## config.mk

```make
export PLATFORM = sky130hd
export DESIGN_NAME = fpa_mul
export DESIGN_NICKNAME = d
export VERILOG_FILES = /design/src/rtl/fpa_pkg.sv /design/src/rtl/fpa_mul.sv
export SDC_FILE = /design/constraint.sdc
export NUM_CORES = 2
export LEC_CHECK = 0
export ABC_AREA = 0
export BUFFER_PORTS_ARGS = -buffer_cell sky130_fd_sc_hd__buf_4
export CAP_MARGIN = 20
export CORE_ASPECT_RATIO = 1.5
export CORE_MARGIN = 4
export CORE_UTILIZATION = 49
export CTS_BUF_LIST = sky130_fd_sc_hd__clkbuf_4 sky130_fd_sc_hd__clkbuf_8 sky130_fd_sc_hd__clkbuf_16
export CTS_CLUSTER_DIAMETER = 60
export DETAILED_ROUTE_END_ITERATION = 6
export PLACE_DENSITY = 0.69
export SLEW_MARGIN = 20
export SYNTH_ARGS = -nofsm -noshare
export SYNTH_HDL_FRONTEND = slang
export SYNTH_SLANG_ARGS = --single-unit
```

## constraint.sdc

```tcl
create_clock -name clk -period 8.25 [get_ports clk]
set_input_delay 0.825 -clock clk [delete_from_list [all_inputs] [get_ports clk]]
set_output_delay 0.825 -clock clk [all_outputs]
set_load 0.1 [all_outputs]
```

## src/rtl/fpa_pkg.sv

```systemverilog
// Shared types, constants and saturation helper for the Q24.8 ALU.
// No dependencies; every rtl file refers to it by scoped names.
package fpa_pkg;

  localparam int W         = 32;              // word width
  localparam int F         = 8;               // fraction bits
  localparam int DVD_W     = W + F;           // dividend / quotient width
  localparam int DIV_STEP  = 2;               // quotient bits per divider stage
  localparam int DIV_STAGES = DVD_W / DIV_STEP;
  localparam int LATENCY   = DIV_STAGES + 3;  // front + multiply + divider + back

  typedef enum logic [3:0] {
    OP_ADD      = 4'd0,
    OP_SUB      = 4'd1,
    OP_MUL      = 4'd2,
    OP_DIV      = 4'd3,
    OP_MIN      = 4'd4,
    OP_MAX      = 4'd5,
    OP_INC      = 4'd6,
    OP_DEC      = 4'd7,
    OP_TO_INT   = 4'd8,
    OP_FROM_INT = 4'd9
  } op_e;

  // Sideband that rides along with each request.
  typedef struct packed {
    logic             valid;
    logic [3:0]       op;
    logic             neg;      // sign of the mul/div result
    logic             na;       // sign of operand_a
    logic             less;
    logic             equal;
    logic             greater;
    logic             ovf;      // from_int saturation
    logic [W-1:0]     simple;   // result of the ops done in the front stage
    logic [2*W-1:0]   prod;     // |a| * |b|
  } ctrl_t;

  // Restoring divider state.
  typedef struct packed {
    logic [W-1:0]     rem;
    logic [DVD_W-1:0] dvd;      // dividend shifting out, quotient shifting in
    logic [W-1:0]     dsr;      // |b|
  } div_t;

  typedef struct packed {
    logic         ovf;
    logic [W-1:0] val;
  } sat_t;

  // Apply sign to magnitude q and clamp to the word range.
  function automatic sat_t sat_signed(input logic neg, input logic [63:0] q);
    sat_t s;
    logic [63:0] pos_lim;
    logic [63:0] neg_lim;
    logic [63:0] nq;
    pos_lim = {{(64-W+1){1'b0}}, {(W-1){1'b1}}};
    neg_lim = pos_lim + 64'd1;
    nq = 64'd0 - q;
    s.ovf = 1'b0;
    if (!neg) begin
      if (q > pos_lim) begin
        s.ovf = 1'b1;
        s.val = pos_lim[W-1:0];
      end else begin
        s.val = q[W-1:0];
      end
    end else begin
      if (q > neg_lim) begin
        s.ovf = 1'b1;
        s.val = neg_lim[W-1:0];
      end else begin
        s.val = nq[W-1:0];
      end
    end
    return s;
  endfunction

endpackage

```

## src/rtl/fpa_mul.sv

```systemverilog
// Multiply stage: registered 32x32 magnitude product.
// Depends on fpa_pkg.
module fpa_mul (
  input  logic            clk,
  input  logic            rst,
  input  fpa_pkg::ctrl_t  ctrl_in,
  input  fpa_pkg::div_t   div_in,
  output fpa_pkg::ctrl_t  ctrl,
  output fpa_pkg::div_t   div
);

  fpa_pkg::ctrl_t ctrl_next;
  fpa_pkg::ctrl_t payload;
  logic           vld;

  always_comb begin
    ctrl_next      = ctrl_in;
    ctrl_next.prod = div_in.dvd[fpa_pkg::DVD_W-1:fpa_pkg::F] * div_in.dsr;
  end

  always_ff @(posedge clk) begin
    if (rst) begin
      vld <= 1'b0;
    end else begin
      vld <= ctrl_next.valid;
    end
  end

  always_ff @(posedge clk) begin
    payload <= ctrl_next;
    div     <= div_in;
  end

  always_comb begin
    ctrl       = payload;
    ctrl.valid = vld;
  end

endmodule

```

# Yosys cells after proc, flatten, opt, wreduce, memory -nomap -nowiden
# Cells that the tools add are included.
# op_classes
multipliers	1
# op_table
cell	count
multiplier 32 x 32 -> 64 bit	1
# totals
inputBits	213
reg_bits	211
out_inout_bits	211
wordCells	14

# Depth between registers and ports, before layout
# logic_depth
ltp_word	1
mapped_depth	29
mapped_depth_nobuf	27

# Worst setup path before layout
# OpenSTA, ideal clock, no wires.
# synth_timing
path_type	input to register
start	input port div_in[9] in the netlist's numbering
end	register payload, in the netlist ctrl[57]
path_stages	26
path_slack_ns	0.795
n_path_buf	2
t_required_ns	8.162
setup_time_ns	0.088
t_arrival_ns	7.367
cell_sequence	clkbuf_1 nand2_1 fa_1 inv_1 fa_1 inv_1 fa_1 inv_1 fa_1 fa_1 fa_1 fa_1 inv_1 fa_1 inv_1 ha_1 buf_2 and3_2 nand4_1 nor2b_1 nor4b_2 o22ai_1 o31ai_2 a21oi_1 o211a_1 a311oi_2
# synth_lines
element	line_no	source
from (decl)	fpa_mul.sv:7	input fpa_pkg::div_t div_in,
to (signal assigned)	fpa_mul.sv:30	payload <= ctrl_next;
to (decl)	fpa_mul.sv:13	fpa_pkg::ctrl_t payload;

==> impl_results.md <==
- Vias per inst: 5.27
- Worst path cell trace: buf_4 -> and2_1 -> fa_1 -> fa_1 -> inv_1 -> fa_1 -> fa_1 -> inv_1 -> fa_1 -> fa_1 -> fa_1 -> fa_1 -> ha_1 -> a21oi_1 -> o21ai_0 -> nor2b_1 -> nor4b_2 -> o22ai_1 -> o31ai_2 -> a21oi_1 -> o211a_1 -> a311oi_2
- Synth unique cells: 79
- Num CTS Buffers: 27
- Die height: 348 µm
- CP bufs+invs: 3
- Post-Syn Area: 37800 µm²
- Fin. max-slew vios: 0
- Drt initial violations: 1325
- Core area: 76300 µm²
- DRC Markers: 0
- Hold Crit Class: in -> reg
- Worst relative slew slack: 51.5%
- Crit share post-route: 93.5%
- Mean Syn Cell Area: 9.63 µm²
- Post-DP HPWL: 95.5 mm
- Crit path max fanout: 23
- CP startpoint kind: primary input
- Die area: 81800 µm²
- Root Buffer: clkbuf_16
- Final setup vio count: 0
- Die Width: 235 µm
- Max Cap Viol: 0
- IO Port Bufs: 359
- Vias: 28000
- F_max: 0.130 GHz
- Pre-CTS setup slack: -0.0386 ns
- Final Wtd Congestion: 0.935
- Max clock buf depth: 3
- CP peak stage delay: 0.70 ns
- I/O pin count: 424
- Worst Hold Endpoint: div[33]
- CTS tree: done
- Area of placed instances: 42400 µm²
- Worst-Margin Slew: 0.709 ns
- Setup TNS: 0 ns
- Post-CTS Hold Fix Bufs: 0
- Final #Nets: 5648
- Initial Utilization: 49.6%
- Pre-Repair DR Iteration Count: 5
- Fin worst setup slack: 0.536 ns
- Final hold vios: 0
- CP Class: in -> reg
- Register area: 4220 µm²
- GRT Overall Usage: 28.1%
- Clk pin slew, worst setup/hold paths: 0.06 ns
- Fillcell total: 6843
- Global-route wire length before repair: 176 mm
- Largest net degree at the start of global routing: 34
- Fin crit period: 7.71 ns
- Initial antenna violation count: 1
- Register area share after synthesis: 11.2%
- Commonest non-fill, non-tap cell in the layout: fa_1
- Post-cts sizing count: 0
- Yosys warnings: 0
- Design area: 43300 µm²
- Crit. path cell count: 22
- EDFF count, synth: 0
- Row cnt: 124
- Mapped Cells: 3929
- Number of global-route vias before repair: 31400
- WP data arrival: 8.22 ns
- Hold Worst Slack: 0.316 ns
- Hold Path Depth: 1
- Most common cell on crit path: fa_1
- Syn_nets: 5301
- Outcome: finished, final reports clean
- Layout cells sized above 1: 14.3%
- Ys async rst share: 0%
- GR Overflow Total: 0
- Ys flop type: dfxtp_1
- Drt total wl: 113 mm
- #FFs+latches synth: 211
- Worst Hold Launch: div_in[33]
- Required time of the critical path: 8.75 ns
- CTS sink cnt: 211
- Routed Antenna Nets: 0
- Drt wl/cell: 21.3 µm
- Unrepaired setup endpoints after global routing: no
- Area taken by multi-input logic gates: 29500 µm²
- Post-CTS Setup Bufs: 0
- Slowest cell on crit path: fa_1
- Crit. End Element: flip-flop
- Max H-tree Level: 1
- CP delay by family, top: adder cells
- Most frequent cells in the layout: fa_1 (896), inv_1 (864), and2_1 (607), buf_4 (521), nand2_1 (478)
- Area Overhead vs Synth: 14.5%
state kept, by name, indices dropped and copies added, names as in the netlist:
| name | cells |
|---|---|
| ctrl | 106 |
| vld | 1 |
| div | 104 |
routing by layer:
layer  global-route usage [%]  up-vias  share of wire, %
met5                        0        -                 0
met4                     23.2        0                10
met3                     3.33      416               4.3
met2                     53.1     1016                54
met1                     27.1    14400                31
li1                         -    12100                 -
worst max-delay path by stage:
| stage | startpoint | to | slack, ns |
|---|---|---|---|
| after floorplan | div_in[9] | ctrl[57] | 0.79 |
| after global placement | div_in[17] | ctrl[57] | 0.001 |
| after detailed placement | div_in[17] | ctrl[57] | -0.04 |
| after CTS | div_in[17] | ctrl[57] | 0.56 |
| after global routing | div_in[17] | ctrl[57] | 0.22 |
| final | div_in[54] | ctrl[57] | 0.54 |
layout make-up:
type | count | area share (%)
inverters | 864 | 7.48
multi-input cells | 2642 | 68.2
well taps | 1008 | 2.91
flip-flops and latches | 211 | 9.75
clock buffers | 31 | 1.67
repair buffers | 530 | 9.44
diodes | 1 | 0.00577
clock inverters | 19 | 0.586
kinds of logic after synthesis:
logic type               synth area share [%]
flip-flops                               11.2
adder cells (fa/ha/maj)                  56.1
buffers and inverters                    10.8
XOR/XNOR                                 1.27
AND/OR/NAND/NOR                          16.6
AO/OA/AOI/OAI                            4.00
multiplexers                           0.0264
cell usage after synthesis (3+ instances only):
library cell	count	area share, %
nor3_1	13	0.17
and3_2	3	0.060
clkbuf_1	200	2.0
a31oi_1	7	0.12
nor2_1	38	0.38
o21ai_0	31	0.41
fa_1	896	47
nand4_1	14	0.23
xnor2_1	30	0.69
o31ai_1	3	0.060
nand2_1	478	4.7
and3_1	6	0.099
and4_1	3	0.069
a21o_1	36	0.71
ha_1	263	8.7
a21oi_1	67	0.89
or2_2	3	0.050
o21a_1	4	0.079
a211oi_1	5	0.099
nand2b_1	5	0.083
xor2_1	25	0.58
o21bai_1	8	0.16
dfxtp_1	211	11
buf_6	3	0.089
inv_1	864	8.6
a21oi_2	3	0.069
o21ai_1	7	0.093
o211ai_1	3	0.060
or3_1	4	0.066
o31ai_2	3	0.099
buf_2	5	0.066
o22ai_1	3	0.050
o221ai_1	4	0.093
nand3_1	12	0.16
and2_1	607	10
nor2b_1	8	0.13
stage by stage:
step / utilization, % / cells
floorplan: - / 3929
global placement: 55.5 / 5255
detailed placement: 55.5 / 5255
CTS: 56.8 / 5305
global route: 56.8 / 5305
finish: 56.8 / 5306
Power is left out: the tool's default activity adds up to more than one toggle a clock period on the data nets, which glitch-free logic cannot reach.
