<file path="config.mk">
export PLATFORM = sky130hd
export DESIGN_NAME = fpa_div_stage
export DESIGN_NICKNAME = d
export VERILOG_FILES = /design/src/rtl/fpa_pkg.sv /design/src/rtl/fpa_div_stage.sv
export SDC_FILE = /design/constraint.sdc
export NUM_CORES = 1
export LEC_CHECK = 0
export BUFFER_PORTS_ARGS = -buffer_cell sky130_fd_sc_hd__buf_2
export CAP_MARGIN = 0
export CORE_AREA = 2 2 163 165
export CTS_BUF_LIST = sky130_fd_sc_hd__clkbuf_8
export DETAILED_ROUTE_END_ITERATION = 10
export DIE_AREA = 0 0 165 167
export SLEW_MARGIN = 20
export SYNTH_ARGS = -nofsm -noshare
export SYNTH_HDL_FRONTEND = slang
export SYNTH_SLANG_ARGS = --single-unit
</file>
<file path="constraint.sdc">
create_clock -name clk -period 8.8 [get_ports clk]
set_input_delay 0.88 -clock clk [delete_from_list [all_inputs] [get_ports clk]]
set_output_delay 0.88 -clock clk [all_outputs]
set_load 0.01 [all_outputs]
</file>
<file path="src/rtl/fpa_pkg.sv">
// Shared types, constants and saturation helper for the Q24.8 ALU.
// No dependencies; every rtl file refers to it by scoped names.
package fpa_pkg;

  localparam int W         = 32;              // word width
  localparam int F         = 8;               // fraction bits
  localparam int DVD_W     = W + F;           // dividend / quotient width
  localparam int DIV_STEP  = 2;               // quotient bits per divider stage
  localparam int DIV_STAGES = DVD_W / DIV_STEP;
  localparam int LATENCY   = DIV_STAGES + 3;  // front + multiply + divider + back

  typedef enum logic [3:0] {
    OP_ADD      = 4'd0,
    OP_SUB      = 4'd1,
    OP_MUL      = 4'd2,
    OP_DIV      = 4'd3,
    OP_MIN      = 4'd4,
    OP_MAX      = 4'd5,
    OP_INC      = 4'd6,
    OP_DEC      = 4'd7,
    OP_TO_INT   = 4'd8,
    OP_FROM_INT = 4'd9
  } op_e;

  // Sideband that rides along with each request.
  typedef struct packed {
    logic             valid;
    logic [3:0]       op;
    logic             neg;      // sign of the mul/div result
    logic             na;       // sign of operand_a
    logic             less;
    logic             equal;
    logic             greater;
    logic             ovf;      // from_int saturation
    logic [W-1:0]     simple;   // result of the ops done in the front stage
    logic [2*W-1:0]   prod;     // |a| * |b|
  } ctrl_t;

  // Restoring divider state.
  typedef struct packed {
    logic [W-1:0]     rem;
    logic [DVD_W-1:0] dvd;      // dividend shifting out, quotient shifting in
    logic [W-1:0]     dsr;      // |b|
  } div_t;

  typedef struct packed {
    logic         ovf;
    logic [W-1:0] val;
  } sat_t;

  // Apply sign to magnitude q and clamp to the word range.
  function automatic sat_t sat_signed(input logic neg, input logic [63:0] q);
    sat_t s;
    logic [63:0] pos_lim;
    logic [63:0] neg_lim;
    logic [63:0] nq;
    pos_lim = {{(64-W+1){1'b0}}, {(W-1){1'b1}}};
    neg_lim = pos_lim + 64'd1;
    nq = 64'd0 - q;
    s.ovf = 1'b0;
    if (!neg) begin
      if (q > pos_lim) begin
        s.ovf = 1'b1;
        s.val = pos_lim[W-1:0];
      end else begin
        s.val = q[W-1:0];
      end
    end else begin
      if (q > neg_lim) begin
        s.ovf = 1'b1;
        s.val = neg_lim[W-1:0];
      end else begin
        s.val = nq[W-1:0];
      end
    end
    return s;
  endfunction

endpackage

</file>
<file path="src/rtl/fpa_div_stage.sv">
// One divider stage: DIV_STEP restoring quotient bits, then a register.
// Depends on fpa_pkg.
module fpa_div_stage (
  input  logic            clk,
  input  logic            rst,
  input  fpa_pkg::ctrl_t  ctrl_in,
  input  fpa_pkg::div_t   div_in,
  output fpa_pkg::ctrl_t  ctrl,
  output fpa_pkg::div_t   div
);

  fpa_pkg::div_t      div_next;
  fpa_pkg::ctrl_t     payload;
  logic               vld;
  logic [fpa_pkg::W:0] trial;
  logic               qbit;

  always_comb begin
    div_next = div_in;
    trial    = '0;
    qbit     = 1'b0;
    for (int k = 0; k < fpa_pkg::DIV_STEP; k++) begin
      trial = {div_next.rem, div_next.dvd[fpa_pkg::DVD_W-1]};
      qbit  = trial >= {1'b0, div_next.dsr};
      if (qbit) begin
        trial = trial - {1'b0, div_next.dsr};
      end
      div_next.rem = trial[fpa_pkg::W-1:0];
      div_next.dvd = {div_next.dvd[fpa_pkg::DVD_W-2:0], qbit};
    end
  end

  always_ff @(posedge clk) begin
    if (rst) begin
      vld <= 1'b0;
    end else begin
      vld <= ctrl_in.valid;
    end
  end

  always_ff @(posedge clk) begin
    payload <= ctrl_in;
    div     <= div_next;
  end

  always_comb begin
    ctrl       = payload;
    ctrl.valid = vld;
  end

endmodule

</file>
# Yosys cells after proc, flatten, opt, wreduce, memory -nomap -nowiden
# Index checks and enable logic that the tools add are counted.
[classes] addsub=2 n_lt_le_gt_ge=2 muxes=2
[ops] operator="33-bit by 32-bit >= comparator with 1-bit output" n=2
[ops] operator="32-bit two-way mux" n=2
[ops] operator="32-bit subtractor" n=2
[word_totals] reg_bits=211 in_bits=213 out_inout_bits=211 word_cells=19

# Longest topological paths before layout
# Gate-level depths: netlist of the first run.
[depth] word_depth=4 mapped_depth=24 ltp_nobuf=22

# Least setup slack after synthesis of the first run
# OpenSTA, ideal clock, no wires.
[synth_timing] kind="input-to-reg" from="in div_in[17] (netlist name)" to="reg div[87] (netlist name)" arrival_time_ns=6.447 required_time_ns=8.679 setup_slack_ns=2.232 cell_stages=23 n_path_buf=3 path_cell_list="inv_1 > ha_1 > clkbuf_1 > nand4_1 > or2_2 > o41ai_1 > a221o_1 > o211a_2 > nor2_2 > inv_2 > buf_2 > mux2_2 > ha_1 > a21o_1 > a21o_1 > a21o_1 > a2111o_1 > or3_1 > o21ai_2 > a31oi_1 > a2111oi_4 > buf_6 > mux2_2"
[synth_lines] element="start, declared" line="fpa_div_stage.sv:7" rtl="input fpa_pkg::div_t div_in,"
[synth_lines] element="end signal, assigned" line="fpa_div_stage.sv:43" rtl="div <= div_next;"
[synth_lines] element="end, declared" line="fpa_div_stage.sv:9" rtl="output fpa_pkg::div_t div"

==> flow_metrics.py, run 1 <==
metrics = {
    "worst_setup_path": {
        "cp-start-kind": "input pin",
        "arrival_ps": 7570,
        "crit_top_cell": "a21o_1",
        "cp-end-kind": "flop",
        "required_ps": 9210,
        "slowest_stage": "a2111oi_4",
        "crit_family": "compound AO/OA/AOI/OAI gates",
        "critPathKind": "input pin to flop",
        "startpoint": "div_in[12]",
        "path_buf_inv": 4,
        "max_stage_delay_ps": 780,
        "cp_max_fo": 26,
        "path_cells": "buf_2, inv_1, ha_1, and4_1, nand3_1, a211oi_2, o211ai_2, a2111oi_2, o211a_2, nor2_2, inv_2, mux2_2, ha_1, a21o_1, a21o_1, a21o_1, a2111o_1, or3_1, o21ai_2, a31oi_1, a2111oi_4, buf_12, mux2_2",
    },
    "grt": {
        "antenna_found_initial": 6,
        "grt_pass1_vias": 7668,
        "grt_usage": 0.207,
        "grt.overflow.total": 0,
        "grt_max_degree": 27,
        "grt_pass1_wl_mm": 42.9,
    },
    "floorplan": {
        "num_io_pins": 424,
        "fp.coreArea_um2": 25800,
        "num_rows": 59,
        "start_util": 0.334,
        "die_w_um": 165,
        "dieArea_um2": 27600,
        "die_height_um": 167,
    },
    "logic_synthesis": {
        "synth_compound_area_frac": 0.168,
        "synthAdderAreaFrac": 0.0978,
        "synth_top_area_frac": 0.492,
        "synth_warnings": 0,
        "synth-edff-count": 0,
        "seq_area_frac_synth": 0.492,
        "synth.most_common_cell": "dfxtp_1",
        "synth_top_cell_by_area": "dfxtp_1",
        "synthMuxAreaShare": 0.0745,
        "syn-num-nets": 1089,
        "syn_area_um2": 8590,
        "synth-xor-area-share": 0.0408,
        "syn_avg_cell_area_um2": 10.6,
        "synth_cells": 810,
        "synth_common_cells": "dfxtp_1 (211), ha_1 (64), a21oi_1 (57)",
        "ys_seq_elements": 211,
        "synthArstFlopShare": 0,
        "synth_flop_cell": "dfxtp_1",
        "synth_top_family_by_area": "compound AO/OA/AOI/OAI gates",
        "ys_top_cells_by_area": "dfxtp_1 (49%), ha_1 (9.3%), mux2_2 (5.1%)",
        "yosysUniqueCellTypes": 70,
        "yosys.area_share.simple": 0.0930,
    },
    "flow_run": {
        "maxCapViolations": 0,
    },
    "min_path": {
        "hp-start": "ctrl_in[90]",
        "hold_path.class": "input pin to flop",
    },
    "timing": {
        "drv_slew": 0,
        "setup_tns_ps": 0,
        "fin_crit_sh": 0.814,
        "hold_violations": 0,
        "slew-limit-headroom": 0.466,
        "hold_slack_ps": 450,
        "rsz0062_at_grt": "no",
        "max_slew.worst_pin.slew_ps": 801,
        "setup_violations": 0,
        "period_minus_slack_ps": 7160,
        "fmax_mhz": 140,
    },
    "final_layout": {
        "drive_gt1_frac": 0.421,
        "nets": 1539,
        "fill_cells": 2544,
        "area_delta_synth_final_pct": 37.5,
    },
    "clock_network": {
        "cts_hold_buf": 0,
        "cts_resized": 0,
        "path_clk_slew_ps": 60,
        "cts.sinks": 211,
        "cts_tree": "built",
        "clockBufferDepth": 3,
        "numCtsBuffers": 38,
        "cts_setup_buffers": 0,
        "clockRootBuffer": "clkbuf_8",
        "cts-htree-levels": 2,
    },
    "route": {
        "wl_per_cell_um": 18.6,
        "routed_wl_mm": 30.2,
        "ant_nets": 0,
        "drtPass1Iterations": 5,
        "viasPerCell": 4.84,
        "drc_errors": 0,
        "drtIter0Drc": 437,
        "dr_total_vias": 7856,
    },
    "pwr": {
        "ir_drop_mv": 0.154,
        "p_per_area_nw_per_um2": 244,
        "p_int_w": 0.00197,
        "power_leakage_nw": 5.93,
        "p_seq_frac": 0.385,
        "switching_share": 0.314,
        "clkPwrFrac": 0.304,
        "p_sw_w": 0.000903,
        "power_frac_comb": 0.310,
    },
    "placement": {
        "place.gp.congestion": 0.927,
        "port_buffers": 423,
        "place_hpwl_mm": 25.1,
    },
    "outcome": {
        "status": "finished, final reports clean",
    },
}
==> metrics by stage <==
step / total power [W] / area (um2) / setup slack, ps / util / cells
after global placement: 0.00201 / 11100 / 1270 / 0.430 / 1555
after global routing: 0.00305 / 11800 / 1150 / 0.459 / 1624
after floorplan: 0.00171 / 8590 / 2230 / - / 810
after detailed placement: 0.00201 / 11100 / 1120 / 0.430 / 1555
final: 0.00288 / 11800 / 1640 / 0.459 / 1624
after CTS: 0.00291 / 11800 / 1650 / 0.458 / 1621
==> final cells by class <==
type | instances | area, um2 | area share
Sequential cell | 211 | 4220 | 0.358
Inverter | 57 | 214 | 0.0181
Tap cell | 335 | 419 | 0.0355
Clock buffer | 47 | 647 | 0.0548
Multi-Input combinational cell | 528 | 4080 | 0.345
Clock inverter | 19 | 87.6 | 0.00741
Timing Repair Buffer | 424 | 2140 | 0.181
Antenna cell | 3 | 7.51 | 0.000635
==> path summary, 6_finish.rpt <==
check | slack, ps | endpoint | cells past startpoint
min | 450 | ctrl[90] | 1
max | 1640 | div[81] | 23
==> power groups by stage <==
stage / Clock, W / Combinational [W] / Sequential [W]
after floorplan: 0 / 0.000523 / 0.00119
after global placement: 0 / 0.000881 / 0.00113
after detailed placement: 0 / 0.000886 / 0.00113
after CTS: 0.000906 / 0.000892 / 0.00111
after global routing: 0.000954 / 0.000974 / 0.00112
final: 0.000876 / 0.000893 / 0.00111
==> flip-flops by register name (all words and copies together) (netlist names) <==
name,flops
ctrl,106
div,104
vld,1
==> cell families after synthesis <==
group,Yosys count
flops,211
compound gates,209
simple gates,158
buf+inv,71
fa+ha+maj,66
mux,55
xor+xnor,40
==> placed cells by master, fill, tap and decap left out, types with 28 or more instances in the layout <==
| cell type | count |
|---|---|
| a21oi_1 | 57 |
| buf_2 | 423 |
| o21ai_0 | 28 |
| a21o_1 | 35 |
| nand2_1 | 36 |
| dfxtp_1 | 211 |
| ha_1 | 64 |
| clkbuf_8 | 47 |
| mux2_2 | 39 |
| inv_1 | 69 |
| xnor2_1 | 28 |
==> routing by layer <==
metal | share of wire | up-vias | GRT usage
met2 | 0.49 | 307 | 0.365
met3 | 0.085 | 51 | 0.0638
met1 | 0.40 | 3662 | 0.235
met4 | 0.025 | 2 | 0.0699
met5 | 0.00050 | - | 0
li1 | - | 3834 | -
Note: power is estimated with default switching activity, not from simulation.
==> inputs of run 2 (changes only) <==
- ABC_AREA: not set -> 1
- CORE_AREA: 2 2 163 165 -> 2 2 164 166
- DIE_AREA: 0 0 165 167 -> 0 0 166 168
- PLACE_DENSITY: not set -> 0.68
- clock period: 8.8 -> 6.39 ns (I/O delays scaled with it)
==> run 2 against run 1 <==
Via count up 30%. Clock power up 56%. Flip-flop and latch count unchanged. Sequential power up 38%. Sequential share of layout area down 3.3 points.
==> flow_metrics.py, run 2 <==
metrics = {
    "min_path": {
        "min_to": "ctrl[89]",
        "holdPathStages": 1,
        "hold_path.class": "input pin to flop",
        "hp-start": "ctrl_in[89]",
    },
    "flow_run": {
        "maxCapViolations": 0,
    },
    "route": {
        "wl_per_cell_um": 19.3,
        "viasPerCell": 4.88,
        "routed_wl_mm": 40.5,
        "drc_errors": 0,
        "drtIter0Drc": 803,
        "drtPass1Iterations": 5,
        "dr_total_vias": 10200,
        "ant_nets": 0,
    },
    "pwr": {
        "p_int_w": 0.00276,
        "p_sw_w": 0.00148,
        "power_frac_comb": 0.315,
        "switching_share": 0.350,
        "power_leakage_nw": 7.06,
        "p_seq_frac": 0.362,
        "clkPwrFrac": 0.323,
        "ir_drop_mv": 0.206,
        "p_per_area_nw_per_um2": 326,
    },
    "floorplan": {
        "die_w_um": 166,
        "fp.coreArea_um2": 26400,
        "die_height_um": 168,
        "start_util": 0.370,
        "num_rows": 60,
        "dieArea_um2": 27900,
        "num_io_pins": 424,
    },
    "logic_synthesis": {
        "syn_avg_cell_area_um2": 7.65,
        "synth_top_area_frac": 0.433,
        "syn_area_um2": 9750,
        "synth-edff-count": 0,
        "synth_cells": 1274,
        "synth_top_cell_by_area": "dfxtp_1",
        "synth_flop_cell": "dfxtp_1",
        "synth.most_common_cell": "nand2_1",
        "syn-num-nets": 1553,
        "ys_top_cells_by_area": "dfxtp_1 (43%), nand2_1 (14%), ha_1 (8.2%)",
        "synth_common_cells": "nand2_1 (361), dfxtp_1 (211), inv_1 (174)",
        "yosysUniqueCellTypes": 44,
        "synth_warnings": 0,
        "seq_area_frac_synth": 0.433,
        "ys_seq_elements": 211,
        "synthArstFlopShare": 0,
    },
    "placement": {
        "port_buffers": 423,
        "place.gp.congestion": 0.968,
        "placedCellCount": 2028,
        "place_hpwl_mm": 34.3,
    },
    "final_layout": {
        "largest_reg_flops": 106,
        "final_cells": 2094,
        "n_antenna_cell": 0,
        "area_delta_synth_final_pct": 33.6,
        "fill_cells": 2667,
        "nets": 2005,
        "drive_gt1_frac": 0.305,
        "layout_common_cells": "buf_2 (423), nand2_1 (361), dfxtp_1 (211), inv_1 (181), nor2_1 (113)",
        "multi_input_area_um2": 4720,
        "final_common_cell": "buf_2",
        "area.sequential_um2": 4220,
    },
    "timing": {
        "max_slew.worst_pin.slew_ps": 661,
        "hold_violations": 0,
        "setup_violations": 0,
        "rsz0062_at_grt": "no",
        "fin_crit_sh": 0.730,
        "period_minus_slack_ps": 4660,
        "hold_slack_ps": 193,
        "drv_slew": 0,
        "setup_tns_ps": 0,
        "slew-limit-headroom": 0.555,
        "fmax_mhz": 214,
    },
    "worst_setup_path": {
        "cp-end-kind": "flop",
        "path_buf_inv": 5,
        "cp-start-kind": "input pin",
        "required_ps": 6850,
        "critPathKind": "input pin to flop",
        "crit_top_cell": "nand2_1",
        "crit_family": "simple AND/OR/NAND/NOR gates",
        "max_stage_delay_ps": 480,
        "slowest_stage": "nand4_4",
        "arrival_ps": 5120,
        "cp_max_fo": 31,
        "path_cells": "buf_2, inv_1, ha_1, a21oi_1, nand2_1, nand2_4, nand2_1, a21oi_2, nand4_4, buf_12, nand3b_1, nand2_1, ha_1, nand2_1, nor2_1, inv_1, nor3_1, a21oi_1, nand2_2, nor2_4, buf_4, nand3_1, nand2_1",
    },
    "clock_network": {
        "cts_tree": "built",
        "clockBufferDepth": 3,
        "cts_hold_buf": 0,
        "clockRootBuffer": "clkbuf_8",
        "cts.sinks": 211,
        "numCtsBuffers": 37,
        "path_clk_slew_ps": 70,
        "cts-htree-levels": 2,
        "cts_setup_buffers": 0,
        "cts_resized": 0,
    },
    "grt": {
        "grt_pass1_wl_mm": 59.3,
        "grt.overflow.total": 0,
        "grt_usage": 0.279,
        "antenna_found_initial": 3,
        "grt_pass1_vias": 10100,
        "grt_max_degree": 34,
    },
    "outcome": {
        "status": "finished, final reports clean",
    },
}
==> run 2: how the worst max path moves through the flow <==
stage	cells past startpoint	startpoint	endpoint
finish	23	div_in[28]	div[78]
global route	23	div_in[28]	div[88]
CTS	23	div_in[28]	div[79]
detailed placement	23	div_in[28]	div[79]
global placement	20	div_in[28]	div[94]
floorplan	25	div_in[28]	div[80]
==> run 2: power by group through the flow <==
| stage | Sequential (W) | Clock, W | Combinational [W] |
|---|---|---|---|
| global placement | 0.00156 | 0 | 0.00132 |
| global route | 0.00155 | 0.00146 | 0.00146 |
| detailed placement | 0.00156 | 0 | 0.00132 |
| CTS | 0.00154 | 0.00140 | 0.00132 |
| floorplan | 0.00164 | 0 | 0.000727 |
| finish | 0.00153 | 0.00137 | 0.00134 |
==> run 2: logic make-up after synthesis <==
logic type,Yosys count,synth area share
AOI/OAI and AO/OA,130,0.0801
xor gates and xnor gates,42,0.0377
adders and majority gates,66,0.0862
buffers and inverters,194,0.0830
DFF,211,0.433
and+or+nand+nor,631,0.280
==> run 2: final cells by class <==
type,count,share of cell area
well taps,341,0.0327
clock buffers,41,0.0433
repair buffers,430,0.167
flip-flops and latches,211,0.324
multi-input cells,869,0.362
inverters,177,0.0510
clock inverters,25,0.0193
==> run 2: layer usage <==
| layer | routed length, um | global-route usage | part of all wire | vias to the layer above |
|---|---|---|---|---|
| met3 | 2690 | 0.0482 | 0.066 | 80 |
| li1 | - | - | - | 4963 |
| met4 | 1130 | 0.0858 | 0.028 | 0 |
| met5 | 0 | 0 | 0 | - |
| met2 | 20400 | 0.506 | 0.50 | 455 |
| met1 | 16300 | 0.338 | 0.40 | 4724 |
==> run 2: through the flow <==
stage / power, W / setup slack [ps] / util / area [um2]
after global routing: 0.00446 / 1420 / 0.495 / 13000
final: 0.00424 / 1730 / 0.495 / 13000
after CTS: 0.00425 / 1770 / 0.495 / 13000
after detailed placement: 0.00288 / 1240 / 0.464 / 12200
after global placement: 0.00288 / 1240 / 0.464 / 12200
after floorplan: 0.00236 / 2590 / - / 9750
