## src/rtl/fpa_pkg.sv

```systemverilog
// Shared types, constants and saturation helper for the Q24.8 ALU.
// No dependencies; every rtl file refers to it by scoped names.
package fpa_pkg;

  localparam int W         = 32;              // word width
  localparam int F         = 8;               // fraction bits
  localparam int DVD_W     = W + F;           // dividend / quotient width
  localparam int DIV_STEP  = 2;               // quotient bits per divider stage
  localparam int DIV_STAGES = DVD_W / DIV_STEP;
  localparam int LATENCY   = DIV_STAGES + 3;  // front + multiply + divider + back

  typedef enum logic [3:0] {
    OP_ADD      = 4'd0,
    OP_SUB      = 4'd1,
    OP_MUL      = 4'd2,
    OP_DIV      = 4'd3,
    OP_MIN      = 4'd4,
    OP_MAX      = 4'd5,
    OP_INC      = 4'd6,
    OP_DEC      = 4'd7,
    OP_TO_INT   = 4'd8,
    OP_FROM_INT = 4'd9
  } op_e;

  // Sideband that rides along with each request.
  typedef struct packed {
    logic             valid;
    logic [3:0]       op;
    logic             neg;      // sign of the mul/div result
    logic             na;       // sign of operand_a
    logic             less;
    logic             equal;
    logic             greater;
    logic             ovf;      // from_int saturation
    logic [W-1:0]     simple;   // result of the ops done in the front stage
    logic [2*W-1:0]   prod;     // |a| * |b|
  } ctrl_t;

  // Restoring divider state.
  typedef struct packed {
    logic [W-1:0]     rem;
    logic [DVD_W-1:0] dvd;      // dividend shifting out, quotient shifting in
    logic [W-1:0]     dsr;      // |b|
  } div_t;

  typedef struct packed {
    logic         ovf;
    logic [W-1:0] val;
  } sat_t;

  // Apply sign to magnitude q and clamp to the word range.
  function automatic sat_t sat_signed(input logic neg, input logic [63:0] q);
    sat_t s;
    logic [63:0] pos_lim;
    logic [63:0] neg_lim;
    logic [63:0] nq;
    pos_lim = {{(64-W+1){1'b0}}, {(W-1){1'b1}}};
    neg_lim = pos_lim + 64'd1;
    nq = 64'd0 - q;
    s.ovf = 1'b0;
    if (!neg) begin
      if (q > pos_lim) begin
        s.ovf = 1'b1;
        s.val = pos_lim[W-1:0];
      end else begin
        s.val = q[W-1:0];
      end
    end else begin
      if (q > neg_lim) begin
        s.ovf = 1'b1;
        s.val = neg_lim[W-1:0];
      end else begin
        s.val = nq[W-1:0];
      end
    end
    return s;
  endfunction

endpackage

```

## src/rtl/fpa_back.sv

```systemverilog
// Output stage: rounding, saturation and result select, registered.
// Depends on fpa_pkg.
module fpa_back (
  input  logic                 clk,
  input  logic                 rst,
  input  fpa_pkg::ctrl_t       ctrl_in,
  input  fpa_pkg::div_t        div_in,
  output logic                 done,
  output logic [31:0]          result,
  output logic                 a_less,
  output logic                 a_equal,
  output logic                 a_greater,
  output logic                 overflow,
  output logic                 div_by_zero
);

  fpa_pkg::sat_t  ms;
  fpa_pkg::sat_t  ds;
  logic [63:0]    mq;
  logic [63:0]    dq;
  logic           rnd;
  logic           dz;
  logic [31:0]    res_next;
  logic           ovf_next;

  always_comb begin
    mq  = (ctrl_in.prod + (64'd1 << (fpa_pkg::F - 1))) >> fpa_pkg::F;
    ms  = fpa_pkg::sat_signed(ctrl_in.neg, mq);
    // round half away: remainder at least half the divisor
    rnd = {div_in.rem, 1'b0} >= {1'b0, div_in.dsr};
    dq  = {{(64-fpa_pkg::DVD_W){1'b0}}, div_in.dvd} + {63'd0, rnd};
    ds  = fpa_pkg::sat_signed(ctrl_in.neg, dq);
    dz  = div_in.dsr == '0;

    res_next = ctrl_in.simple;
    ovf_next = ctrl_in.ovf;
    case (fpa_pkg::op_e'(ctrl_in.op))
      fpa_pkg::OP_MUL: begin
        res_next = ms.val;
        ovf_next = ms.ovf;
      end
      fpa_pkg::OP_DIV: begin
        if (dz) begin
          res_next = ctrl_in.na ? {1'b1, {(fpa_pkg::W-1){1'b0}}}
                                : {1'b0, {(fpa_pkg::W-1){1'b1}}};
          ovf_next = 1'b1;
        end else begin
          res_next = ds.val;
          ovf_next = ds.ovf;
        end
      end
      default: ;
    endcase
  end

  always_ff @(posedge clk) begin
    if (rst) begin
      done <= 1'b0;
    end else begin
      done <= ctrl_in.valid;
    end
  end

  always_ff @(posedge clk) begin
    result      <= res_next;
    a_less      <= ctrl_in.less;
    a_equal     <= ctrl_in.equal;
    a_greater   <= ctrl_in.greater;
    overflow    <= ovf_next;
    div_by_zero <= dz && (fpa_pkg::op_e'(ctrl_in.op) == fpa_pkg::OP_DIV);
  end

endmodule

```

## config.mk

```make
export PLATFORM = sky130hd
export DESIGN_NAME = fpa_back
export DESIGN_NICKNAME = d
export VERILOG_FILES = /design/src/rtl/fpa_pkg.sv /design/src/rtl/fpa_back.sv
export SDC_FILE = /design/constraint.sdc
export NUM_CORES = 1
export LEC_CHECK = 0
export BUFFER_PORTS_ARGS = -buffer_cell sky130_fd_sc_hd__buf_4
export CAP_MARGIN = 20
export CORE_UTILIZATION = 54
export CTS_BUF_LIST = sky130_fd_sc_hd__clkbuf_8
export DETAILED_ROUTE_END_ITERATION = 10
export PLACE_DENSITY = 0.86
export SLEW_MARGIN = 5
export SYNTH_ARGS = -nofsm -noshare
export SYNTH_HDL_FRONTEND = slang
export SYNTH_SLANG_ARGS = --single-unit
```

## constraint.sdc

```tcl
create_clock -name clk -period 6.5 [get_ports clk]
set_clock_uncertainty 0.2 [all_clocks]
set_input_delay 0.65 -clock clk [delete_from_list [all_inputs] [get_ports clk]]
set_output_delay 0.65 -clock clk [all_outputs]
set_load 0.1 [all_outputs]
```

Word-level counts from Yosys, hierarchy flattened
Cells that the tools add are included.
{ "totals": {"n_memories": 0, "regBits": 38, "rom_bits": 0, "latchBits": 0, "ram_bits": 0, "out_inout_bits": 38} }
{ "op_classes": {"add_sub_neg": 4, "n_bitwise": 0, "n_mux": 15, "div_mod_pow": 0, "eq_ne": 2, "n_reduce_logical": 2, "mul": 0, "n_shift": 0, "n_lt_le_gt_ge": 5} }
{ "op_table": {"columns": ["cell", "count"], "rows": [
  ["2-to-1 mux 32 bit", 6],
  ["2-to-1 mux 33 bit", 2],
  ["adder 64 x 8 -> 64 bit (second input constant)", 1],
  ["case mux 32 bit (2 select lines)", 1],
  ["subtractor 1 x 32 -> 32 bit (first input constant)", 2],
  ["> comparator 56 x 31 -> 1 bit (second input constant)", 1],
  ["> comparator 56 x 32 -> 1 bit (second input constant)", 1],
  ["adder 40 x 1 -> 41 bit", 1],
  ["> comparator 41 x 31 -> 1 bit (second input constant)", 1],
  ["> comparator 41 x 32 -> 1 bit (second input constant)", 1],
  [">= comparator 33 x 32 -> 1 bit", 1],
  ["logical NOT 32 bit", 1],
  ["equality test 4 x 2 -> 1 bit (second input constant)", 2],
  ["2-to-1 mux 1 bit", 5],
  ["case mux 1 bit (2 select lines)", 1],
  ["logical AND 1 bit", 1]
]} }

Longest topological paths before layout
Gate-level depths: netlist of run 1.
{ "logic_depth": {"depth_word": 7, "ltp_mapped": 27, "depth_no_buf": 26} }

Worst setup path before layout of run 1
No wires, ideal clock.
{ "synth_path": {"path_type": "input -> register", "startpoint": "input div_in[1] (netlist bit)", "endpoint": "register result[28]", "setup_time_ns": 0.136, "path_stages": 26, "required_time_ns": 6.164, "slack_ns": 0.567, "arrival_ns": 5.597, "cell_sequence": "inv_1 ha_1 nor2b_1 o21a_1 o21a_1 o21a_1 o21a_1 o21ai_0 nand2b_1 a211oi_1 o21ai_0 a211o_1 ha_1 ha_1 inv_1 ha_1 or4b_2 o31ai_1 o21a_1 o221ai_1 nor3_1 and2_1 nand3_1 mux2i_1 a221oi_1 o211ai_1"} }
{ "synth_via": {"elab_chain_len": 7, "elab_cells_between_ends": 11} }
{ "synth_lines": {"columns": ["item", "line", "rtl"], "rows": [
  ["from (decl)", "fpa_back.sv:7", "input fpa_pkg::div_t div_in,"],
  [">= comparator 33 x 32 -> 1 bit", "fpa_back.sv:30", "rnd = {div_in.rem, 1'b0} >= {1'b0, div_in.dsr};"],
  ["adder 40 x 1 -> 41 bit", "fpa_back.sv:31", "dq = {{(64-fpa_pkg::DVD_W){1'b0}}, div_in.dvd} + {63'd0, rnd};"],
  ["> comparator 41 x 31 -> 1 bit (tied with other cells)", "fpa_pkg.sv:62", "if (q > pos_lim) begin"],
  ["2-to-1 mux 32 bit, on equally long branches", "fpa_pkg.sv:62, fpa_pkg.sv:69", null],
  ["2-to-1 mux 33 bit", "fpa_pkg.sv:61", "if (!neg) begin"],
  ["2-to-1 mux 32 bit (*)", "fpa_back.sv:43", "if (dz) begin"],
  ["case mux 32 bit (2 select lines) (*)", "fpa_back.sv:37", "case (fpa_pkg::op_e'(ctrl_in.op))"],
  ["named net res_next[28]", "fpa_back.sv:23", "logic [31:0] res_next;"],
  ["to (signal assigned)", "fpa_back.sv:65", "result <= res_next;"],
  ["to (decl)", "fpa_back.sv:9", "output logic [31:0] result,"]
]} }
The timed path passes the listed nets; every way through them passes the cells marked *.
A chain may end at the register's enable or synchronous reset.

Final worst setup path of run 1
{ "layout_path": {"startpoint": "input div_in[1] (netlist bit)", "endpoint": "register result[0]"} }
Same word-level chain as after synthesis.

==> out/results.ini, run 1 <==
[clock_tree]
clk_pin_slew_ps = 80
ctsHoldBuffers = 0
htree_levels = 2
clockRootBuffer = clkbuf_8
cts.repair.resized = 0
cts_made_buffers = 5
cts_tree = built
cts_sinks = 38
clk_path_buf_depth = 2
post_cts_buffers = 0

[floorplan]
fp.dieW_um = 119.8
start_util_pct = 55.96
die-area_um2 = 14360
num_rows = 42
core_um2 = 13400
io_pins = 251
chipHeight_um = 119.8

[final_layout]
nets = 1533
antenna_cells = 0
drive_gt1_share_pct = 24.47
stdcell_area_um2 = 9569
nFillCells = 1215
final_common_cell = buf_4
final_cell_mix = buf_4 (265), nand2_1 (82), xnor2_1 (69), nand3_1 (68), nand4_1 (66)
multiInputGateArea_um2 = 6212
fin_cells = 1459
syn_to_final_growth_pct = 27.62
register_area_um2 = 760.7

[critical_path]
start_kind = primary input
cp.arrival_ps = 6120
critPathKind = primary input to register
crit_family = compound AO/OA/AOI/OAI gates
end_kind = register
crit_cells = 28
worst-path-max-fanout = 6
cp_num_buf_inv = 5
cp_common_cell = o21a_1
cp_slowest_cell = or4b_2
worstPathRequired_ps = 6540
max_stage_delay_ps = 580

[power_and_ir_drop]
p_clk_share_pct = 24.0
powerDensity_nw_per_um2 = 112.1
switching_share_pct = 42.03
p_leak_nw = 3.913
power_frac_comb_pct = 52.2
pwr-share-seq_pct = 23.9
internal-power_mw = 0.6219
max-vdd-ir-drop_v = 0.0001224
p_switching_mw = 0.4509

[synthesis]
yosysWarnings = 0
synth.distinct_cells = 86
syn-mean-instance-area_um2 = 7.021
syn-cell-area_um2 = 7498
synth_seq_cells = 38
ys_seq_area_share_pct = 10.15
synth_fp_nets = 1319
synth_cells = 1068
synth-edff-count = 0
synth_ff_type = dfxtp_1
postSynth.asyncResetShare_pct = 0

[placed_design]
routabilityCongestion = 0.9522
placed_area_um2 = 9415
dp_hpwl_mm = 21.57
io_buffers = 243
dp_cells = 1450

[grt]
grt_start_max_net_pins = 51
antenna_found_initial = 0
grt_pass1_wl_mm = 42.75
grt.overflow.total = 0
grt_pass1_vias = 8594
grt.total_usage_pct = 36.49

[route]
dr_total_vias = 9404
dr.pass1.iters = 6
drtIter0Drc = 1111
wl_mm = 26.82
drt-vias-per-instance = 6.446
drc = 0
ant_nets = 0
wire_per_inst_um = 18.38

[timing]
slew_viol_final = 0
period_share_pct = 93.52
final-hold-violation-count = 0
finalSetupTns_ps = 0
rsz0062_at_grt = no
worstMarginPinSlew_ps = 864.8
layout_min_cycle_time_ps = 6078
slew_headroom_pct = 41.81
setup_violations = 0
fmax_mhz = 164.5

[status]
status = finished clean

[flow_run]
cap_violations = 0

[hold_path]
whs_path_depth = 1
hold_class = primary input to register

-- power by group through the flow --
| stage | registers [mW] | logic (mW) | clock network [mW] |
|---|---|---|---|
| global route | 0.257 | 0.597 | 0.268 |
| CTS | 0.256 | 0.551 | 0.255 |
| global placement | 0.261 | 0.542 | 0 |
| detailed placement | 0.261 | 0.548 | 0 |
| floorplan | 0.387 | 0.215 | 0 |
| finish | 0.256 | 0.560 | 0.257 |
-- cell type report --
class	count	area share (%)
Sequential cell	38	7.950
Timing Repair Buffer	266	20.91
Inverter	62	2.432
Clock buffer	6	0.8630
Clock inverter	2	0.6276
Multi-Input combinational cell	909	64.92
Tap cell	176	2.301
-- cells by family (layout without fill, tap and decap cells) --
family,after synthesis,after routing,share of synthesized area (%)
buffers and inverters,121,336,7.008
adders and majority gates,38,38,6.341
DFF,38,38,10.15
AOI/OAI and AO/OA,253,253,23.75
xor gates and xnor gates,110,110,13.05
and+or+nand+nor,490,490,37.23
muxes,18,18,2.486
-- state kept, by name, indices dropped and copies added (netlist names) --
signal	cells
a_equal	1
a_greater	1
a_less	1
div_by_zero	1
done	1
overflow	1
result	32
-- path summary, 6_finish.rpt --
kind,from,to,slack [ps]
worst min-delay path,ctrl_in[98],a_equal,240
worst max-delay path,div_in[1],result[0],420
-- metrics by stage --
stage	hold WS (ps)	utilization, %	setup slack, ps	power, mW
global route	234.8	71.41	87.52	1.123
global placement	554.9	70.26	235.9	0.8030
CTS	240.8	71.33	482.1	1.063
detailed placement	556.2	70.26	178.1	0.8096
floorplan	477.7	-	567.0	0.6026
finish	236.9	71.41	421.5	1.073
-- layer usage --
layer	GRT usage [%]	wire length (um)	part of all wire [%]	vias up
met5	0	0	0	-
met4	13.91	842	3.1	0
met3	3.612	2130	7.9	68
met2	59.25	12350	46	525
met1	49.61	11490	43	4336
li1	-	-	-	4475
-- cells in the mapped netlist, types with 4 or more instances --
| cell | instances | area share (%) |
|---|---|---|
| clkbuf_1 | 29 | 1.5 |
| nor2_1 | 62 | 3.1 |
| or3_1 | 11 | 0.92 |
| o211ai_1 | 29 | 2.9 |
| and4_1 | 21 | 2.5 |
| nand4_2 | 5 | 0.83 |
| nand3_1 | 68 | 4.5 |
| buf_2 | 20 | 1.3 |
| nor4_1 | 43 | 3.6 |
| dfxtp_1 | 38 | 10 |
| or4_1 | 6 | 0.60 |
| a221oi_1 | 9 | 1.1 |
| ha_1 | 38 | 6.3 |
| a211oi_1 | 5 | 0.50 |
| xnor2_1 | 69 | 8.1 |
| nand2_1 | 82 | 4.1 |
| o21a_1 | 9 | 0.90 |
| o21ai_0 | 47 | 3.1 |
| nor2b_1 | 11 | 0.92 |
| inv_1 | 61 | 3.1 |
| o221ai_1 | 5 | 0.58 |
| xor2_1 | 39 | 4.6 |
| nand4b_1 | 4 | 0.47 |
| buf_4 | 6 | 0.60 |
| or2_2 | 7 | 0.58 |
| nor3_1 | 31 | 2.1 |
| o21ai_1 | 8 | 0.53 |
| nand4_1 | 66 | 5.5 |
| mux2i_1 | 13 | 1.7 |
| o31ai_1 | 6 | 0.60 |
| o22ai_1 | 5 | 0.42 |
| a21boi_0 | 6 | 0.60 |
| and3_1 | 20 | 1.7 |
| a221o_1 | 18 | 2.4 |
| and2_1 | 15 | 1.3 |
| a21oi_1 | 45 | 3.0 |
| o21bai_1 | 6 | 0.60 |
| nand2b_1 | 9 | 0.75 |
| a21o_1 | 12 | 1.2 |
| mux2_2 | 4 | 0.60 |
| a31oi_1 | 6 | 0.50 |
| nor3b_1 | 6 | 0.60 |
(Power assumes the default switching activity.)
==> inputs of run 2 (changes only) <==
==> constraint.sdc (replaced) <==
create_clock -name clk -period 5.7 [get_ports clk]
set_clock_uncertainty 0.2 [all_clocks]
set_input_delay 0.57 -clock clk [delete_from_list [all_inputs] [get_ports clk]]
set_output_delay 0.57 -clock clk [all_outputs]
set_load 0.1 [all_outputs]
==> run 2 against run 1 <==
Compared with the run above:
- worst hold slack got worse by 60 ps
- die area unchanged
- design area rose by 4.6%
- critical path depth shrank 1
==> out/results.ini, run 2 (synthesis results as in run 1) <==
[final_layout]
nets = 1580
top_register = result
syn_to_final_growth_pct = 33.46
nFillCells = 1096
drive_gt1_share_pct = 28.52
fin_cells = 1505
final_cell_mix = buf_4 (313), nand2_1 (82), xnor2_1 (69), nand3_1 (68), nand4_1 (66)
antenna_cells = 0
largest_reg_flops = 32
final_common_cell = buf_4

[timing]
final-hold-violation-count = 0
worstMarginPinSlew_ps = 834.7
slew_viol_final = 0
period_share_pct = 96.53
setup_violations = 0
slew_headroom_pct = 43.65
layout_min_cycle_time_ps = 5502
fmax_mhz = 181.7
holdWs_ps = 176.7

[critical_path]
worstPathRequired_ps = 5670
worst-path-max-fanout = 8
critPathKind = primary input to register
end_kind = register
cp.arrival_ps = 5470
start_kind = primary input

[placed_design]
io_buffers = 243
dp_hpwl_mm = 22.58
dp_cells = 1496
routabilityCongestion = 0.9782

[clock_tree]
htree_levels = 2
cts_tree = built
clockRootBuffer = clkbuf_8
clk_pin_slew_ps = 70
cts_made_buffers = 5
clk_path_buf_depth = 2
cts_sinks = 38

[route]
dr.pass1.iters = 6
drtIter0Drc = 1268
drt-vias-per-instance = 6.450
wl_mm = 27.85
wire_per_inst_um = 18.51
ant_nets = 0
dr_total_vias = 9708
drc = 0

[power_and_ir_drop]
p_leak_nw = 4.151
powerDensity_nw_per_um2 = 114.1
max-vdd-ir-drop_v = 0.00006712

[floorplan]
io_pins = 251
chipHeight_um = 119.8
core_um2 = 13400
num_rows = 42
start_util_pct = 55.96
fp.dieW_um = 119.8
die-area_um2 = 14360

[grt]
grt_start_max_net_pins = 51
grt.overflow.total = 0
grt_pass1_vias = 8899
grt.total_usage_pct = 37.10
grt_pass1_wl_mm = 43.35
antenna_found_initial = 0

[flow_run]
cap_violations = 0

[hold_path]
hold_class = primary input to register

[status]
status = finished clean

==> run 2: cell types whose count changed in the layout (fill, tap and decap cells not counted), sizes merged <==
cell    delta
buf       +47
bufinv     -2
clkbuf     -1
inv        +2
==> run 2: report_power, final <==
group	switching [mW]	total [mW]	internal (mW)
Sequential	0.00819	0.294	0.285
Clock	0.0963	0.177	0.0808
Combinational	0.413	0.671	0.258
==> run 2: final cells by class <==
type	instances	area, um^2	area share (%)
multi-input combinational	909	6367	63.63
clock buffer	5	68.82	0.6877
sequential	38	760.7	7.602
timing repair buffer	313	2350	23.48
tap	176	220.2	2.201
clock inverter	2	7.507	0.07502
inverter	62	232.7	2.326
==> run 2: path summary, 6_finish.rpt <==
| kind | start | endpoint | cells after the start |
|---|---|---|---|
| worst min-delay path | ctrl_in[98] | a_equal | 1 |
| worst max-delay path | div_in[1] | result[11] | 27 |
==> run 2: metrics by stage <==
step	area, um^2	utilization, %	power, mW	setup slack [ps]	setup TNS [ps]
2_1_floorplan	7525	-	0.6889	58.16	0
3_3_place_gp	9787	73.03	0.9400	-237.5	-3415
3_5_place_dp	9787	73.03	0.9489	-364.7	-6827
4_1_cts	9883	73.75	1.123	24.98	0
5_1_grt	10010	74.68	1.192	-128.1	-356.7
6_report	10010	74.68	1.142	197.6	0
==> run 2: worst max-delay path: stages <==
cell,delay (ps)
buf_4,80
inv_1,30
ha_1,290
nor2b_1,140
o21a_1,160
o21a_1,160
o21a_1,160
o21a_1,160
o21ai_1,110
nand2b_1,80
a211oi_2,210
o21ai_1,100
a211o_1,310
ha_4,180
buf_4,130
buf_4,150
and4_2,300
nand4_1,260
nor3_1,110
xnor2_1,230
or3_1,380
nor3_2,200
o2bb2ai_2,190
buf_4,170
nand3_1,130
o211ai_1,370
nand3_1,110
==> run 2: layer usage <==
layer  wire, um  global-route usage [%]
met4       1003                   14.69
met1      11220                   47.72
met3       2578                   4.087
met2      13050                   63.04
met5          0                       0
==> run 2: timing repair <==
item / in CTS / in global routing
pin swaps: 3 / 7
buffers inserted: 1 / 1
endpoints found under the setup margin: 7 / 33
endpoints found under the hold margin: 0 / 0
gates resized for setup: 2 / 24
gates cloned: 0 / 0
hold buffers: 0 / 0
==> inputs of run 3 (changes only) <==
--- a/config.mk
+++ b/config.mk
@@ -5,12 +5,14 @@
 export SDC_FILE = /design/constraint.sdc
 export NUM_CORES = 1
 export LEC_CHECK = 0
+export ABC_AREA = 1
 export BUFFER_PORTS_ARGS = -buffer_cell sky130_fd_sc_hd__buf_4
 export CAP_MARGIN = 20
+export CORE_ASPECT_RATIO = 1.2
 export CORE_UTILIZATION = 54
 export CTS_BUF_LIST = sky130_fd_sc_hd__clkbuf_8
 export DETAILED_ROUTE_END_ITERATION = 10
-export PLACE_DENSITY = 0.86
+export PLACE_DENSITY = 0.83
 export SLEW_MARGIN = 5
 export SYNTH_ARGS = -nofsm -noshare
 export SYNTH_HDL_FRONTEND = slang
==> run 3 against run 2 <==
Compared with the run above:
- worst hold slack worse by 5.4 ps
- via count is 28% higher
- clock-buffer cell count is 1 higher
- area after synthesis rose by 22%
- die area grew 21%
- fmax is 5.0% higher
- clock power grew 6%
- critical path depth up 2
- final cell count increased by 52%
- first-iteration DRC count is 18% lower
- critical path type unchanged
- critical endpoint is now result[30]
==> out/results.ini, run 3 <==
[status]
status = finished clean

[hold_path]
whs_path_depth = 1
min-delay-start = ctrl_in[97]
hold_class = primary input to register
min_to = a_greater

[timing]
slew_headroom_pct = 41.67
finalSetupTns_ps = 0
worstMarginPinSlew_ps = 871.7
fmax_mhz = 190.8
layout_min_cycle_time_ps = 5240
slew_viol_final = 0
fin_ws_ps = 460.2
holdWs_ps = 171.3
period_share_pct = 91.93
final-hold-violation-count = 0
setup_violations = 0
rsz0062_at_grt = no

[final_layout]
top_register = result
final_cell_mix = nand2_1 (710), nor2_1 (342), buf_4 (251), inv_1 (207), nand3_1 (165)
syn_to_final_growth_pct = 22.83
nets = 2323
final_common_cell = nand2_1
utilization_pct = 68.39
drive_gt1_share_pct = 16.02
largest_reg_flops = 32
antenna_cells = 0
stdcell_area_um2 = 11220

[floorplan]
chipHeight_um = 144.5
io_pins = 251
num_rows = 51
core_um2 = 16400
fp.dieW_um = 120.7
start_util_pct = 55.68
die-area_um2 = 17440

[synthesis]
yosysWarnings = 0
synth_ff_type = dfxtp_1
synth_fp_nets = 2098
postSynth.asyncResetShare_pct = 0
yosys.area.top_type = nand2_1
synth_top_area_share_pct = 29.19
ys_seq_area_share_pct = 8.331
ys_top_cells_by_area = nand2_1 (29%), nor2_1 (14%), nand3_1 (9.0%)
synth_common_cells = nand2_1 (710), nor2_1 (343), inv_1 (206)
synth_cells = 1847
yosysMostFrequentCell = nand2_1
syn-cell-area_um2 = 9131
synth.distinct_cells = 41
syn-mean-instance-area_um2 = 4.944
synth-edff-count = 0
synth_seq_cells = 38

[critical_path]
end_kind = register
start_kind = primary input
cp.arrival_ps = 5220
max_stage_delay_ps = 480
critPathKind = primary input to register
cp_common_cell = nand2_1
worst-path-max-fanout = 25
worstPathRequired_ps = 5690
cp_slowest_cell = nor4b_1

[placed_design]
dp_hpwl_mm = 29.52
post-place-ws_ps = 308.3
io_buffers = 243
placed_area_um2 = 11110
routabilityCongestion = 1.054

[route]
wl_mm = 34.46
dr_total_vias = 12440
drt-vias-per-instance = 5.446
drtIter0Drc = 1043
drc = 0
dr.pass1.iters = 6
ant_nets = 0
wire_per_inst_um = 15.08

[clock_tree]
ctsHoldBuffers = 0
cts.repair.resized = 0
htree_levels = 2
post_cts_buffers = 0
clockRootBuffer = clkbuf_8
cts_sinks = 38
clk_pin_slew_ps = 70
clk_path_buf_depth = 2
cts_tree = built
cts_made_buffers = 5

[power_and_ir_drop]
p_leak_nw = 5.811
powerDensity_nw_per_um2 = 106.3
max-vdd-ir-drop_v = 0.00008246

[grt]
antenna_found_initial = 0
grt_pass1_vias = 11170
grt_start_max_net_pins = 90
grt.overflow.total = 0
grt.total_usage_pct = 38.80
grt_pass1_wl_mm = 53.30

[flow_run]
cap_violations = 0

==> run 3: cell count changes after synthesis, sizes merged, moves of 23 or more <==
cell    previous run  this run
nand3             69       171
nor4              46         8
xnor2             69        21
o211ai            29         3
nor3              32         9
nand2             83       732
nand4             72        44
nor2              62       379
inv               61       211
==> run 3: cells by family after synthesis <==
family / after synthesis / synth area share, %
buffers and inverters: 249 / 10.76
xor gates and xnor gates: 72 / 6.906
AOI/OAI and AO/OA: 89 / 5.221
adders and majority gates: 38 / 5.207
DFF: 38 / 8.331
and+or+nand+nor: 1361 / 63.58
==> run 3: metrics by stage <==
stage	power, mW	std cells
5_1_grt	1.257	2285
3_3_place_gp	0.9832	2276
2_1_floorplan	0.7323	1847
3_5_place_dp	0.9960	2276
6_report	1.192	2285
4_1_cts	1.180	2284
==> run 3: worst max path at each step <==
stage / startpoint / slack [ps] / end
final: div_in[28] / 460 / result[30]
after global routing: div_in[28] / 50 / result[30]
after CTS: div_in[28] / 620 / result[19]
after detailed placement: div_in[28] / 310 / result[19]
after global placement: div_in[30] / 440 / result[19]
after floorplan: div_in[28] / 1390 / result[16]
==> run 3: layout make-up <==
| cell class | instances | area, um^2 |
|---|---|---|
| Fill cell | 1604 | 5184 |
| Inverter | 215 | 808.3 |
| Sequential cell | 38 | 760.7 |
| Multi-Input combinational cell | 1560 | 7391 |
| Timing Repair Buffer | 252 | 1899 |
| Clock buffer | 6 | 82.58 |
| Tap cell | 212 | 265.3 |
| Clock inverter | 2 | 8.758 |
==> run 3: metal layers <==
layer	up-vias	track usage (%)	routed length, um
met5	-	0	0
met4	0	22.81	1928
met3	118	5.718	3290
met2	710	67.36	15800
met1	5382	45.26	13440
li1	6233	-	-
==> run 3: critical path, delay by kind of cell <==
family | cells | cell delay (ps)
compound gates | 1 | 210
fa+ha+maj | 3 | 750
simple gates | 22 | 3480
buf+inv | 3 | 200
==> run 3: report_power, final <==
part / switching, mW / leakage, nW / internal (mW)
Sequential: 0.00562 / 0.320 / 0.286
Combinational: 0.474 / 5.44 / 0.239
Clock: 0.0921 / 0.0524 / 0.0956
Total: 0.572 / 5.81 / 0.620
